$ cat src/design/srg_pkg.sv
// Shared types, constants and helpers for the stepper ramp generator.
// No dependencies; every other design file uses this package.
package srg_pkg;

    localparam int FRAC_BITS = 8;
    localparam int Q_W       = 32;
    localparam int POS_W     = 32;
    localparam int RAMP_W    = 16;
    localparam int CRUISE_W  = 20;
    localparam int HIGH_W    = 8;
    localparam int STALL_W   = 16;

    // serial multiply/divide unit
    localparam int MUL_W   = RAMP_W + 2;
    localparam int PROD_W  = Q_W + MUL_W;
    localparam int DIGIT   = 2;
    localparam int MUL_CYC = MUL_W / DIGIT;
    localparam int DIV_CYC = Q_W / DIGIT;
    localparam int CYC_MAX = (MUL_CYC > DIV_CYC) ? MUL_CYC : DIV_CYC;
    localparam int CNT_W   = $clog2(CYC_MAX);

    // cruise entry test: period * 200 <= cruise_q * 201
    localparam int CQ_W       = CRUISE_W + FRAC_BITS;
    localparam int THR_W      = ((Q_W > CQ_W) ? Q_W : CQ_W) + 8;
    localparam int THR_PERIOD = 200;
    localparam int THR_CRUISE = 201;

    // first-step factor 0.676 = 507 / 750, folded as 507 / 1250 with the (4n-1)/(4n+1) term
    localparam logic [MUL_W-1:0] FIRST_NUM = MUL_W'(507);
    localparam logic [MUL_W-1:0] FIRST_DEN = MUL_W'(1250);

    localparam logic [Q_W-1:0]    ONE_Q    = Q_W'(1) << FRAC_BITS;
    localparam logic [RAMP_W-1:0] RAMP_MAX = '1;

    localparam logic OP_TICK = 1'b0;
    localparam logic OP_MOVE = 1'b1;

    localparam int CFG_IDX_W  = 2;
    localparam int CFG_DATA_W = 16;
    localparam logic [CFG_IDX_W-1:0] CFG_ENABLE    = 2'd0;
    localparam logic [CFG_IDX_W-1:0] CFG_HIGH_TIME = 2'd1;
    localparam logic [CFG_IDX_W-1:0] CFG_STALL     = 2'd2;

    localparam logic [HIGH_W-1:0]  HIGH_TIME_RST = HIGH_W'(3);
    localparam logic [STALL_W-1:0] STALL_RST     = STALL_W'(1000);

    typedef enum logic [1:0] {
        PH_ACCEL,
        PH_CRUISE,
        PH_BRAKE
    } phase_t;

    typedef enum logic [1:0] {
        MD_IDLE,
        MD_MUL,
        MD_CHK,
        MD_DIV
    } md_state_t;

    typedef enum logic [2:0] {
        ST_IDLE,
        ST_EDGE,
        ST_RATE,
        ST_WAIT,
        ST_FIN
    } ctl_state_t;

    typedef struct packed {
        logic               enable;
        logic [HIGH_W-1:0]  high_time;
        logic [STALL_W-1:0] stall_period;
    } cfg_t;

    typedef struct packed {
        logic             start;
        logic [Q_W-1:0]   mcand;
        logic [MUL_W-1:0] mplier;
        logic [MUL_W-1:0] divisor;
    } md_req_t;

    typedef struct packed {
        logic           done;
        logic [Q_W-1:0] quo;
    } md_rsp_t;

    // whole microseconds to Q form, saturating
    function automatic logic [Q_W-1:0] to_q(input logic [Q_W-1:0] whole);
        logic [Q_W+FRAC_BITS-1:0] w;
        w = {whole, {FRAC_BITS{1'b0}}};
        if (|w[Q_W+FRAC_BITS-1:Q_W])
            return '1;
        return w[Q_W-1:0];
    endfunction

endpackage

$ cat src/design/srg_ifs.sv
// Valid/ready channel interfaces: move/tick items, result beats, config writes.
// Depends on srg_pkg.
interface srg_in_if;
    logic                              valid;
    logic                              ready;
    logic                              op;
    logic signed [srg_pkg::POS_W-1:0]  goal;
    logic [srg_pkg::CRUISE_W-1:0]      min_period;

    modport source (output valid, op, goal, min_period, input ready);
    modport sink   (input valid, op, goal, min_period, output ready);
endinterface

interface srg_out_if;
    logic                              valid;
    logic                              ready;
    logic                              step_pin;
    logic                              dir_pin;
    logic signed [srg_pkg::POS_W-1:0]  position;
    logic                              busy_res;

    modport source (output valid, step_pin, dir_pin, position, busy_res, input ready);
    modport sink   (input valid, step_pin, dir_pin, position, busy_res, output ready);
endinterface

interface srg_cfg_if;
    logic                               valid;
    logic                               ready;
    logic [srg_pkg::CFG_IDX_W-1:0]      index;
    logic [srg_pkg::CFG_DATA_W-1:0]     data;

    modport source (output valid, index, data, input ready);
    modport sink   (input valid, index, data, output ready);
endinterface

$ cat src/design/srg_cfg.sv
// Configuration register file: enable, step high time, stall period.
// Depends on srg_pkg and srg_cfg_if.
module srg_cfg (
    input  logic            clk,
    input  logic            rst_n,
    srg_cfg_if.sink         cfg,
    output srg_pkg::cfg_t   regs
);

    srg_pkg::cfg_t regs_reg;
    srg_pkg::cfg_t regs_next;

    assign cfg.ready = 1'b1;
    assign regs      = regs_reg;

    always_comb
    begin
        regs_next = regs_reg;
        if (cfg.valid)
        begin
            unique case (cfg.index)
                srg_pkg::CFG_ENABLE:    regs_next.enable       = cfg.data[0];
                srg_pkg::CFG_HIGH_TIME: regs_next.high_time    = cfg.data[srg_pkg::HIGH_W-1:0];
                srg_pkg::CFG_STALL:     regs_next.stall_period = cfg.data[srg_pkg::STALL_W-1:0];
                default:                regs_next = regs_reg;
            endcase
        end
    end

    always_ff @(posedge clk or negedge rst_n)
    begin
        if (!rst_n)
        begin
            regs_reg.enable       <= 1'b0;
            regs_reg.high_time    <= srg_pkg::HIGH_TIME_RST;
            regs_reg.stall_period <= srg_pkg::STALL_RST;
        end
        else
        begin
            regs_reg <= regs_next;
        end
    end

endmodule

$ cat src/design/srg_muldiv.sv
// Digit-serial unit: quotient = sat32(mcand * mplier / divisor), two bits per cycle.
// Shift-add multiply, overflow check, then restoring divide. Depends on srg_pkg.
module srg_muldiv (
    input  logic              clk,
    input  logic              rst_n,
    input  srg_pkg::md_req_t  req,
    output srg_pkg::md_rsp_t  rsp
);

    srg_pkg::md_state_t                state_reg, state_next;
    logic [srg_pkg::CNT_W-1:0]         cnt_reg, cnt_next;
    logic                              done_reg, done_next;
    logic [srg_pkg::PROD_W-1:0]        prod_reg, prod_next;
    logic [srg_pkg::MUL_W-1:0]         rem_reg, rem_next;
    logic [srg_pkg::Q_W-1:0]           mcand_reg, mcand_next;
    logic [srg_pkg::MUL_W-1:0]         div_reg, div_next;

    assign rsp.done = done_reg;
    assign rsp.quo  = prod_reg[srg_pkg::Q_W-1:0];

    always_comb
    begin
        logic [srg_pkg::PROD_W-1:0] p;
        logic [srg_pkg::Q_W:0]      sum;
        logic [srg_pkg::MUL_W-1:0]  r;
        logic [srg_pkg::Q_W-1:0]    d;
        logic [srg_pkg::MUL_W:0]    t;
        logic [srg_pkg::MUL_W:0]    diff;

        state_next = state_reg;
        cnt_next   = cnt_reg;
        done_next  = 1'b0;
        prod_next  = prod_reg;
        rem_next   = rem_reg;
        mcand_next = mcand_reg;
        div_next   = div_reg;
        p          = prod_reg;
        sum        = '0;
        r          = rem_reg;
        d          = prod_reg[srg_pkg::Q_W-1:0];
        t          = '0;
        diff       = '0;

        unique case (state_reg)
            srg_pkg::MD_IDLE:
            begin
                if (req.start)
                begin
                    mcand_next = req.mcand;
                    div_next   = req.divisor;
                    prod_next  = {{srg_pkg::Q_W{1'b0}}, req.mplier};
                    cnt_next   = srg_pkg::CNT_W'(srg_pkg::MUL_CYC - 1);
                    state_next = srg_pkg::MD_MUL;
                end
            end
            srg_pkg::MD_MUL:
            begin
                for (int i = 0; i < srg_pkg::DIGIT; i++)
                begin
                    sum = {1'b0, p[srg_pkg::PROD_W-1:srg_pkg::MUL_W]}
                        + {1'b0, (p[0] ? mcand_reg : {srg_pkg::Q_W{1'b0}})};
                    p   = {sum, p[srg_pkg::MUL_W-1:1]};
                end
                prod_next = p;
                if (cnt_reg == '0)
                    state_next = srg_pkg::MD_CHK;
                else
                    cnt_next = cnt_reg - 1'b1;
            end
            srg_pkg::MD_CHK:
            begin
                if (prod_reg[srg_pkg::PROD_W-1:srg_pkg::Q_W] >= div_reg)
                begin
                    prod_next[srg_pkg::Q_W-1:0] = '1;
                    done_next  = 1'b1;
                    state_next = srg_pkg::MD_IDLE;
                end
                else
                begin
                    rem_next   = prod_reg[srg_pkg::PROD_W-1:srg_pkg::Q_W];
                    cnt_next   = srg_pkg::CNT_W'(srg_pkg::DIV_CYC - 1);
                    state_next = srg_pkg::MD_DIV;
                end
            end
            srg_pkg::MD_DIV:
            begin
                for (int i = 0; i < srg_pkg::DIGIT; i++)
                begin
                    t    = {r, d[srg_pkg::Q_W-1]};
                    d    = {d[srg_pkg::Q_W-2:0], 1'b0};
                    diff = t - {1'b0, div_reg};
                    if (t >= {1'b0, div_reg})
                    begin
                        r    = diff[srg_pkg::MUL_W-1:0];
                        d[0] = 1'b1;
                    end
                    else
                    begin
                        r = t[srg_pkg::MUL_W-1:0];
                    end
                end
                rem_next                    = r;
                prod_next[srg_pkg::Q_W-1:0] = d;
                if (cnt_reg == '0)
                begin
                    done_next  = 1'b1;
                    state_next = srg_pkg::MD_IDLE;
                end
                else
                begin
                    cnt_next = cnt_reg - 1'b1;
                end
            end
            default:
            begin
                state_next = srg_pkg::MD_IDLE;
            end
        endcase
    end

    always_ff @(posedge clk or negedge rst_n)
    begin
        if (!rst_n)
        begin
            state_reg <= srg_pkg::MD_IDLE;
            cnt_reg   <= '0;
            done_reg  <= 1'b0;
        end
        else
        begin
            state_reg <= state_next;
            cnt_reg   <= cnt_next;
            done_reg  <= done_next;
        end
    end

    always_ff @(posedge clk)
    begin
        prod_reg  <= prod_next;
        rem_reg   <= rem_next;
        mcand_reg <= mcand_next;
        div_reg   <= div_next;
    end

endmodule

$ cat src/design/stepper_ramp_generator_unit.sv
// Single-axis step pulse generator with trapezoidal ramp (top level).
// Depends on srg_pkg, srg_ifs, srg_cfg and srg_muldiv.
//
// Each item beat is a one-microsecond tick or a move command, and each gives one
// result beat with the step pin, direction, position and busy flag. A move, or a
// tick that counts down, raises the pin or is ignored, is done in the idle state.
// A tick that drops the pin runs the next-period update through ST_EDGE, ST_RATE
// and ST_FIN when the period is simply set, and with ST_WAIT before ST_FIN, while
// the serial multiply/divide unit runs, when it is ramped. One finished result can
// wait in the output register while the next item is taken; a second one holds off
// the item channel until the first is taken.
module stepper_ramp_generator_unit (
    input  logic        clk,
    input  logic        rst_n,
    srg_cfg_if.sink     cfg,
    srg_in_if.sink      item,
    srg_out_if.source   result
);

    srg_pkg::cfg_t      cfg_regs;
    srg_pkg::md_req_t   md_req;
    srg_pkg::md_rsp_t   md_rsp;

    srg_pkg::ctl_state_t            state_reg, state_next;
    logic [srg_pkg::POS_W-1:0]      cur_pos_reg, cur_pos_next;
    logic [srg_pkg::POS_W-1:0]      aim_pos_reg, aim_pos_next;
    srg_pkg::phase_t                phase_reg, phase_next;
    logic [srg_pkg::RAMP_W-1:0]     ramp_reg, ramp_next;
    logic [srg_pkg::Q_W-1:0]        period_reg, period_next;
    logic [srg_pkg::CRUISE_W-1:0]   cruise_reg, cruise_next;
    logic [srg_pkg::Q_W-1:0]        time_left_reg, time_left_next;
    logic                           pin_reg, pin_next;
    logic                           heading_reg, heading_next;
    logic                           idle_reg, idle_next;
    logic                           pend_reg, pend_next;
    logic                           out_valid_reg, out_valid_next;
    logic                           out_pin_reg, out_pin_next;
    logic                           out_dir_reg, out_dir_next;
    logic [srg_pkg::POS_W-1:0]      out_pos_reg, out_pos_next;
    logic                           out_busy_reg, out_busy_next;

    logic slot_free;
    logic accept;

    srg_cfg u_cfg (
        .clk   (clk),
        .rst_n (rst_n),
        .cfg   (cfg),
        .regs  (cfg_regs)
    );

    srg_muldiv u_md (
        .clk   (clk),
        .rst_n (rst_n),
        .req   (md_req),
        .rsp   (md_rsp)
    );

    assign slot_free       = !out_valid_reg || result.ready;
    assign item.ready      = (state_reg == srg_pkg::ST_IDLE) && !pend_reg;
    assign accept          = item.valid && item.ready;
    assign result.valid    = out_valid_reg;
    assign result.step_pin = out_pin_reg;
    assign result.dir_pin  = out_dir_reg;
    assign result.position = $signed(out_pos_reg);
    assign result.busy_res = out_busy_reg;

    always_comb
    begin
        logic signed [srg_pkg::POS_W:0]   pos_x;
        logic signed [srg_pkg::POS_W:0]   old_d;
        logic signed [srg_pkg::POS_W:0]   new_d;
        logic signed [srg_pkg::POS_W:0]   head_d;
        logic signed [srg_pkg::POS_W:0]   diff;
        logic [srg_pkg::POS_W:0]          gap;
        logic                             farther;
        logic [srg_pkg::CRUISE_W-1:0]     start_p;
        logic [srg_pkg::POS_W-1:0]        aim_sel;
        logic [srg_pkg::THR_W-1:0]        thr_lhs;
        logic [srg_pkg::THR_W-1:0]        thr_rhs;
        srg_pkg::phase_t                  ph;
        logic [srg_pkg::RAMP_W-1:0]       rn;
        logic [srg_pkg::MUL_W-1:0]        n4;
        logic [srg_pkg::Q_W-1:0]          hq;
        logic [srg_pkg::Q_W-1:0]          cruise_q;
        logic                             done_item;

        state_next     = state_reg;
        cur_pos_next   = cur_pos_reg;
        aim_pos_next   = aim_pos_reg;
        phase_next     = phase_reg;
        ramp_next      = ramp_reg;
        period_next    = period_reg;
        cruise_next    = cruise_reg;
        time_left_next = time_left_reg;
        pin_next       = pin_reg;
        heading_next   = heading_reg;
        idle_next      = idle_reg;
        pend_next      = pend_reg;
        md_req         = '0;
        done_item      = 1'b0;

        pos_x    = $signed({cur_pos_reg[srg_pkg::POS_W-1], cur_pos_reg});
        old_d    = $signed({aim_pos_reg[srg_pkg::POS_W-1], aim_pos_reg}) - pos_x;
        new_d    = $signed({item.goal[srg_pkg::POS_W-1], item.goal}) - pos_x;
        head_d   = old_d;
        diff     = old_d;
        gap      = diff[srg_pkg::POS_W] ? $unsigned(-diff) : $unsigned(diff);
        farther  = 1'b0;
        start_p  = '0;
        aim_sel  = aim_pos_reg;
        thr_lhs  = srg_pkg::THR_W'(period_reg) * srg_pkg::THR_W'(srg_pkg::THR_PERIOD);
        thr_rhs  = srg_pkg::THR_W'({cruise_reg, {srg_pkg::FRAC_BITS{1'b0}}})
                 * srg_pkg::THR_W'(srg_pkg::THR_CRUISE);
        ph       = phase_reg;
        rn       = ramp_reg;
        n4       = '0;
        hq       = srg_pkg::to_q(srg_pkg::Q_W'(cfg_regs.high_time));
        cruise_q = srg_pkg::to_q(srg_pkg::Q_W'(cruise_reg));

        unique case (state_reg)
            srg_pkg::ST_IDLE:
            begin
                if (accept)
                begin
                    if (item.op == srg_pkg::OP_MOVE)
                    begin
                        farther = ((old_d > 0) && (new_d > 0) && (old_d < new_d))
                               || ((old_d < 0) && (new_d < 0) && (old_d > new_d));
                        ramp_next = '0;
                        if (idle_reg)
                        begin
                            start_p = (item.min_period > srg_pkg::CRUISE_W'(cfg_regs.stall_period))
                                    ? item.min_period
                                    : srg_pkg::CRUISE_W'(cfg_regs.stall_period);
                            period_next = srg_pkg::to_q(srg_pkg::Q_W'(start_p));
                            aim_sel     = item.goal;
                            phase_next  = srg_pkg::PH_ACCEL;
                            head_d      = new_d;
                        end
                        else if (farther)
                        begin
                            aim_sel    = item.goal;
                            phase_next = srg_pkg::PH_ACCEL;
                            head_d     = new_d;
                        end
                        aim_pos_next = aim_sel;
                        cruise_next  = item.min_period;
                        heading_next = !head_d[srg_pkg::POS_W];
                        if (aim_sel != cur_pos_reg)
                            idle_next = 1'b0;
                        done_item = 1'b1;
                    end
                    else if (!cfg_regs.enable || idle_reg)
                    begin
                        done_item = 1'b1;
                    end
                    else if (time_left_reg > srg_pkg::ONE_Q)
                    begin
                        time_left_next = time_left_reg - srg_pkg::ONE_Q;
                        done_item      = 1'b1;
                    end
                    else if (!pin_reg)
                    begin
                        pin_next       = 1'b1;
                        time_left_next = hq;
                        cur_pos_next   = heading_reg ? cur_pos_reg + srg_pkg::POS_W'(1)
                                                     : cur_pos_reg - srg_pkg::POS_W'(1);
                        done_item      = 1'b1;
                    end
                    else
                    begin
                        pin_next   = 1'b0;
                        state_next = srg_pkg::ST_EDGE;
                    end
                end
            end
            srg_pkg::ST_EDGE:
            begin
                if (gap < ((srg_pkg::POS_W+1)'(ramp_reg) + (srg_pkg::POS_W+1)'(1)))
                    phase_next = srg_pkg::PH_BRAKE;
                state_next = srg_pkg::ST_RATE;
            end
            srg_pkg::ST_RATE:
            begin
                state_next = srg_pkg::ST_FIN;
                if ((ph == srg_pkg::PH_ACCEL) && (thr_lhs <= thr_rhs))
                    ph = srg_pkg::PH_CRUISE;
                if (ph == srg_pkg::PH_ACCEL)
                begin
                    rn        = (ramp_reg == srg_pkg::RAMP_MAX) ? ramp_reg : ramp_reg + 1'b1;
                    ramp_next = rn;
                    n4        = {rn, 2'b00};
                    md_req.start = 1'b1;
                    md_req.mcand = period_reg;
                    if (rn == srg_pkg::RAMP_W'(1))
                    begin
                        md_req.mplier  = srg_pkg::FIRST_NUM;
                        md_req.divisor = srg_pkg::FIRST_DEN;
                    end
                    else
                    begin
                        md_req.mplier  = n4 - 1'b1;
                        md_req.divisor = n4 + 1'b1;
                    end
                    state_next = srg_pkg::ST_WAIT;
                end
                else if (ph == srg_pkg::PH_CRUISE)
                begin
                    period_next = cruise_q;
                end
                else
                begin
                    if (cur_pos_reg == aim_pos_reg)
                    begin
                        idle_next = 1'b1;
                        ph        = srg_pkg::PH_ACCEL;
                    end
                    else if (cruise_reg < srg_pkg::CRUISE_W'(cfg_regs.stall_period))
                    begin
                        rn        = (ramp_reg == '0) ? ramp_reg : ramp_reg - 1'b1;
                        ramp_next = rn;
                        n4        = {rn, 2'b00};
                        md_req.mcand = period_reg;
                        if (rn == srg_pkg::RAMP_W'(1))
                        begin
                            md_req.start   = 1'b1;
                            md_req.mplier  = srg_pkg::FIRST_DEN;
                            md_req.divisor = srg_pkg::FIRST_NUM;
                            state_next     = srg_pkg::ST_WAIT;
                        end
                        else if (rn > srg_pkg::RAMP_W'(1))
                        begin
                            md_req.start   = 1'b1;
                            md_req.mplier  = n4 + 1'b1;
                            md_req.divisor = n4 - 1'b1;
                            state_next     = srg_pkg::ST_WAIT;
                        end
                    end
                end
                phase_next = ph;
            end
            srg_pkg::ST_WAIT:
            begin
                if (md_rsp.done)
                begin
                    period_next = md_rsp.quo;
                    state_next  = srg_pkg::ST_FIN;
                end
            end
            srg_pkg::ST_FIN:
            begin
                time_left_next = (period_reg > hq) ? period_reg - hq : '0;
                done_item      = 1'b1;
                state_next     = srg_pkg::ST_IDLE;
            end
            default:
            begin
                state_next = srg_pkg::ST_IDLE;
            end
        endcase

        // result beat: from the new state, or from a held one
        out_valid_next = (out_valid_reg && !result.ready) ? 1'b1 : 1'b0;
        out_pin_next   = out_pin_reg;
        out_dir_next   = out_dir_reg;
        out_pos_next   = out_pos_reg;
        out_busy_next  = out_busy_reg;
        if (done_item)
        begin
            if (slot_free)
            begin
                out_valid_next = 1'b1;
                out_pin_next   = pin_next;
                out_dir_next   = heading_next;
                out_pos_next   = cur_pos_next;
                out_busy_next  = !idle_next;
            end
            else
            begin
                pend_next = 1'b1;
            end
        end
        else if (pend_reg && slot_free)
        begin
            out_valid_next = 1'b1;
            out_pin_next   = pin_reg;
            out_dir_next   = heading_reg;
            out_pos_next   = cur_pos_reg;
            out_busy_next  = !idle_reg;
            pend_next      = 1'b0;
        end
    end

    always_ff @(posedge clk or negedge rst_n)
    begin
        if (!rst_n)
        begin
            state_reg     <= srg_pkg::ST_IDLE;
            cur_pos_reg   <= '0;
            aim_pos_reg   <= '0;
            phase_reg     <= srg_pkg::PH_ACCEL;
            ramp_reg      <= '0;
            period_reg    <= '0;
            cruise_reg    <= '0;
            time_left_reg <= '0;
            pin_reg       <= 1'b0;
            heading_reg   <= 1'b1;
            idle_reg      <= 1'b1;
            pend_reg      <= 1'b0;
            out_valid_reg <= 1'b0;
        end
        else
        begin
            state_reg     <= state_next;
            cur_pos_reg   <= cur_pos_next;
            aim_pos_reg   <= aim_pos_next;
            phase_reg     <= phase_next;
            ramp_reg      <= ramp_next;
            period_reg    <= period_next;
            cruise_reg    <= cruise_next;
            time_left_reg <= time_left_next;
            pin_reg       <= pin_next;
            heading_reg   <= heading_next;
            idle_reg      <= idle_next;
            pend_reg      <= pend_next;
            out_valid_reg <= out_valid_next;
        end
    end

    always_ff @(posedge clk)
    begin
        out_pin_reg  <= out_pin_next;
        out_dir_reg  <= out_dir_next;
        out_pos_reg  <= out_pos_next;
        out_busy_reg <= out_busy_next;
    end

endmodule
$ cat src/flat_wrapper.sv
// flat-port wrapper written by rule: the top's interface ports become plain ports
module stepper_ramp_generator_unit_flat 
  (clk, rst_n, cfg_valid, cfg_index, cfg_data, cfg_ready, item_valid, item_op, item_goal, item_min_period, item_ready, result_valid, result_step_pin, result_dir_pin, result_position, result_busy_res, result_ready);
  srg_cfg_if cfg_i ();
  srg_in_if item_i ();
  srg_out_if result_i ();
  input  logic clk;
  input  logic rst_n;
  input wire logic [$bits(cfg_i.valid)-1:0] cfg_valid;
  input wire logic [$bits(cfg_i.index)-1:0] cfg_index;
  input wire logic [$bits(cfg_i.data)-1:0] cfg_data;
  output wire logic [$bits(cfg_i.ready)-1:0] cfg_ready;
  input wire logic [$bits(item_i.valid)-1:0] item_valid;
  input wire logic [$bits(item_i.op)-1:0] item_op;
  input wire logic [$bits(item_i.goal)-1:0] item_goal;
  input wire logic [$bits(item_i.min_period)-1:0] item_min_period;
  output wire logic [$bits(item_i.ready)-1:0] item_ready;
  output wire logic [$bits(result_i.valid)-1:0] result_valid;
  output wire logic [$bits(result_i.step_pin)-1:0] result_step_pin;
  output wire logic [$bits(result_i.dir_pin)-1:0] result_dir_pin;
  output wire logic [$bits(result_i.position)-1:0] result_position;
  output wire logic [$bits(result_i.busy_res)-1:0] result_busy_res;
  input wire logic [$bits(result_i.ready)-1:0] result_ready;
  assign cfg_i.valid = cfg_valid;
  assign cfg_i.index = cfg_index;
  assign cfg_i.data = cfg_data;
  assign cfg_ready = cfg_i.ready;
  assign item_i.valid = item_valid;
  assign item_i.op = item_op;
  assign item_i.goal = item_goal;
  assign item_i.min_period = item_min_period;
  assign item_ready = item_i.ready;
  assign result_valid = result_i.valid;
  assign result_step_pin = result_i.step_pin;
  assign result_dir_pin = result_i.dir_pin;
  assign result_position = result_i.position;
  assign result_busy_res = result_i.busy_res;
  assign result_i.ready = result_ready;
  stepper_ramp_generator_unit u_core (.clk(clk), .rst_n(rst_n), .cfg(cfg_i), .item(item_i), .result(result_i));
endmodule
$ cat config.mk
export PLATFORM = sky130hd
export DESIGN_NAME = stepper_ramp_generator_unit_flat
export DESIGN_NICKNAME = d
export VERILOG_FILES = /design/src/design/srg_pkg.sv /design/src/design/srg_ifs.sv /design/src/design/srg_cfg.sv /design/src/design/srg_muldiv.sv /design/src/design/stepper_ramp_generator_unit.sv /design/src/flat_wrapper.sv
export SDC_FILE = /design/constraint.sdc
export NUM_CORES = 2
export LEC_CHECK = 0
export BUFFER_PORTS_ARGS = -buffer_cell sky130_fd_sc_hd__buf_4
export CELL_PAD_IN_SITES_DETAIL_PLACEMENT = 1
export CELL_PAD_IN_SITES_GLOBAL_PLACEMENT = 1
export CORE_MARGIN = 2
export CORE_UTILIZATION = 54
export CTS_CLUSTER_DIAMETER = 60
export CTS_CLUSTER_SIZE = 30
export DETAILED_ROUTE_END_ITERATION = 8
export HOLD_SLACK_MARGIN = 0.05
export PLACE_DENSITY_LB_ADDON = 0.3
export RECOVER_POWER = 25
export SYNTH_ARGS = -nofsm -noshare
export SYNTH_HDL_FRONTEND = slang
export SYNTH_SLANG_ARGS = --single-unit
$ cat constraint.sdc
create_clock -name clk -period 24.6 [get_ports clk]
set_input_delay 1.23 -clock clk [delete_from_list [all_inputs] [get_ports clk]]
set_output_delay 1.23 -clock clk [all_outputs]
set_load 0.05 [all_outputs]
==> metrics.log <==
INFO  metric rsz0062_at_grt = false
INFO  metric routed_wl = 143.8 mm
INFO  metric slowest_stage = sky130_fd_sc_hd__clkbuf_1
INFO  metric timing.hold.worst.class = reg2reg
INFO  metric f_max = 87.98 MHz
INFO  metric run_status = finished with violations
INFO  metric final_min_period_over_clock_period = 0.4620
INFO  metric cts.repair_timing.setup_buffer_count = 0
INFO  metric io_buffers = 112
INFO  metric ys_seq_area_frac = 0.2501
INFO  metric dpl-instance-area = 0.04073 mm^2
INFO  metric drt_drc_violations_left = 0
INFO  metric crit_required = 23590 ps
INFO  metric timing.final.max_slew_violations = 209
INFO  metric crit_path_frequent_cell = sky130_fd_sc_hd__clkbuf_1
INFO  metric firstDrtPassIters = 6
INFO  metric dieHeight = 272.9 um
INFO  metric cts.sink_count = 359
INFO  metric post_synthesis_net_count = 5229
INFO  metric vdd.ir_drop.worst = 0.1243 mV
INFO  metric cp_max_fo = 122
INFO  metric final_antenna_net_count = 0
INFO  metric clock_tree.root_cell = sky130_fd_sc_hd__clkbuf_16
INFO  metric synthesis.area = 0.03903 mm^2
INFO  metric area_grow_syn2layout = 8.072%
INFO  metric floorplan.initialDensity = 0.5460
INFO  metric grt_pass1_vias = 38.34k
INFO  metric layout_min_cycle_time = 11370 ps
INFO  metric layout.filler_cells = 8506
INFO  metric gr-usage-all-layers = 0.3822
INFO  metric placeableCoreArea = 0.07149 mm^2
INFO  metric ctsLongestPathBuffers = 3
INFO  metric relSlewSlack = -3.658
INFO  metric number_of_hold_buffers_added_after_cts = 0
INFO  metric post_drt_wl_per_cell = 25.83 um
INFO  metric synth_enable_flop_cells = 153
INFO  metric synth.lib_cells_used.distinct = 117
INFO  metric start_kind = input pin
INFO  metric tritoncts.num_buffers = 43
INFO  metric syn_inst = 4546
INFO  metric antenna_found_initial = 4
INFO  metric failed_checks = max-capacitance violations, max-slew violations
INFO  metric post-route-cell-area = 0.04218 mm^2
INFO  metric timing_worst_slew_pin_value = 6986 ps
INFO  metric post_route_cells_drive_above_1_share = 0.07712
INFO  metric clock_insertion_delay_worst_skew = 630 ps
INFO  metric routed_via_density = 6.516
INFO  metric setup_tns = 0 ps
INFO  metric nNetsFinal = 5265
INFO  metric detailroute.via_count = 36.28k
INFO  metric slowest_delay = 5030 ps
INFO  metric pin_count_of_the_biggest_net_entering_global_routing = 123
INFO  metric worst_setup_path_end_kind = asynchronous set/reset pin
INFO  metric synthFlopType = sky130_fd_sc_hd__dfrtp_1
INFO  metric timing.critical_path.buf_inv = 2
INFO  metric synth-async-reset-ratio = 0.5738
INFO  metric drt_iter0_markers = 2954
INFO  metric io_pins = 114
INFO  metric cell_rows = 98
INFO  metric yosysWarningCount = 0
INFO  metric setup-violations-final = 0
INFO  metric clk_pin_slew_worst_paths = 60 ps
INFO  metric critical_path_arrival = 10360 ps
INFO  metric largest_register_ff_count = 50
INFO  metric grt_pass1_wl = 222.1 mm
INFO  metric p_per_area = 154.7 mW/mm^2
INFO  metric setup.worst_path.class = in2async
INFO  metric cts.repair.resized = 0
INFO  metric critical-path-top-delay-family = buffers and inverters
INFO  metric die-width = 272.9 um
INFO  metric gp_congestion = 0.9709
INFO  metric static-leakage-power = 19.42 nW
INFO  metric cts_tree = yes
INFO  metric htree_num_levels = 2
INFO  metric fin_skew = 37.22 ps
INFO  metric hold_violation_total_from_the_final_report = 0
INFO  metric maxCapViolCount = 2
INFO  metric global_route.overflow_total = 0
INFO  metric total_power = 6.525 mW
INFO  metric synth_seq_cells = 359
INFO  metric die-area = 0.07445 mm^2
INFO  metric detailedPlacementHpwl = 112.2 mm
INFO  metric crit_path_cell_trace = clkbuf_1 -> clkbuf_1
INFO  metric syn_area_per_cell = 8.586 um^2
-- synthesized netlist by cell type, drive strengths merged, types with 56 or more instances --
master,number,area share
edfxtp,153,0.12
inv,429,0.041
dfrtp,196,0.13
nand4,70,0.012
xor2,99,0.022
clkbuf,118,0.011
mux2i,56,0.014
a21oi,279,0.036
nand3,80,0.010
nor2,299,0.029
ha,543,0.17
and2,103,0.017
xnor2,238,0.054
nand2,351,0.034
fa,64,0.033
mux2,68,0.022
o21ai,315,0.041
nand2b,59,0.0095
a21o,119,0.023
nor3,152,0.020
a211oi,67,0.013
-- placed cells by master, fill, tap and decap left out, types with 38 or more instances in the layout --
cell type                   count
sky130_fd_sc_hd__xnor2_1      237
sky130_fd_sc_hd__nand2_1      349
sky130_fd_sc_hd__fa_1          64
sky130_fd_sc_hd__ha_1         543
sky130_fd_sc_hd__dfrtp_1      196
sky130_fd_sc_hd__mux2_2        38
sky130_fd_sc_hd__xor2_1        98
sky130_fd_sc_hd__buf_4        133
sky130_fd_sc_hd__a21o_1       119
sky130_fd_sc_hd__nand4_1       68
sky130_fd_sc_hd__and2_1       102
sky130_fd_sc_hd__mux2i_1       56
sky130_fd_sc_hd__a21oi_1      275
sky130_fd_sc_hd__a31oi_1       39
sky130_fd_sc_hd__nand3_1       80
sky130_fd_sc_hd__o21a_1        53
sky130_fd_sc_hd__nand2b_1      59
sky130_fd_sc_hd__nor2b_1       52
sky130_fd_sc_hd__clkbuf_16     43
sky130_fd_sc_hd__edfxtp_1     153
sky130_fd_sc_hd__o21ai_0      288
sky130_fd_sc_hd__nor2_1       298
sky130_fd_sc_hd__nor3_1       150
sky130_fd_sc_hd__a211oi_1      65
sky130_fd_sc_hd__inv_1        427
-- worst paths after layout --
path                                            end  slack (ps)  depth (start not counted)                startpoint
setup / recovery             u_core.aim_pos_reg[27]       13230                          2                     rst_n
max in group clk                u_core.ramp_reg[14]       14690                         34      u_core.cruise_reg[0]
hold reg to reg            u_core.time_left_reg[28]         520                          1  u_core.time_left_reg[28]
min in group asynchronous  u_core.time_left_reg[23]        2600                          1                     rst_n
hold / removal             u_core.time_left_reg[28]         520                          1  u_core.time_left_reg[28]
setup reg to reg                u_core.ramp_reg[14]       14690                         34      u_core.cruise_reg[0]
-- kinds of logic after synthesis --
group,Yosys count,synth area share
other cells,1,0.00009607
flops,359,0.2501
buf+inv,576,0.05680
mux,124,0.03648
xor+xnor,337,0.07600
fa+ha+maj,608,0.2071
compound gates,1193,0.2009
simple gates,1348,0.1725
-- final cells by class --
class,count,area [um^2],area share
Antenna cell,1,2.502,0.00005932
Clock buffer,47,1101,0.02610
Clock inverter,32,389.1,0.009225
Inverter,430,1614,0.03826
Multi-Input combinational cell,3611,27110,0.6427
Sequential cell,359,9762,0.2314
Tap cell,950,1189,0.02818
Timing Repair Buffer,137,1013,0.02403
-- power by group --
part / leakage (nW) / switching, mW / total (mW) / internal [mW]
clock network: 0.728 / 0.326 / 0.690 / 0.365
registers: 4.09 / 0.250 / 1.09 / 0.843
logic: 14.6 / 2.87 / 4.74 / 1.87
total: 19.4 / 3.44 / 6.52 / 3.08
-- metrics by stage --
| step | worst slack (ps) | utilization | instances | hold WS, ps |
|---|---|---|---|---|
| floorplan | 15250 | - | 4546 | 450.5 |
| global placement | 15850 | 0.5697 | 5487 | 468.8 |
| detailed placement | 15320 | 0.5697 | 5487 | 482.4 |
| CTS | 14930 | 0.5905 | 5566 | 511.9 |
| global route | 11520 | 0.5901 | 5566 | 546.6 |
| finish | 13230 | 0.5901 | 5567 | 516.9 |
-- metal layers --
layer,part of all wire,track usage,wire (um),up-vias
li1,-,-,-,16417
met1,0.40,0.4598,56900,17977
met2,0.47,0.6409,67140,1387
met3,0.064,0.06036,9179,487
met4,0.073,0.2368,10510,8
met5,0.00035,0,50,-
Note: power is estimated with default switching activity, not from simulation.
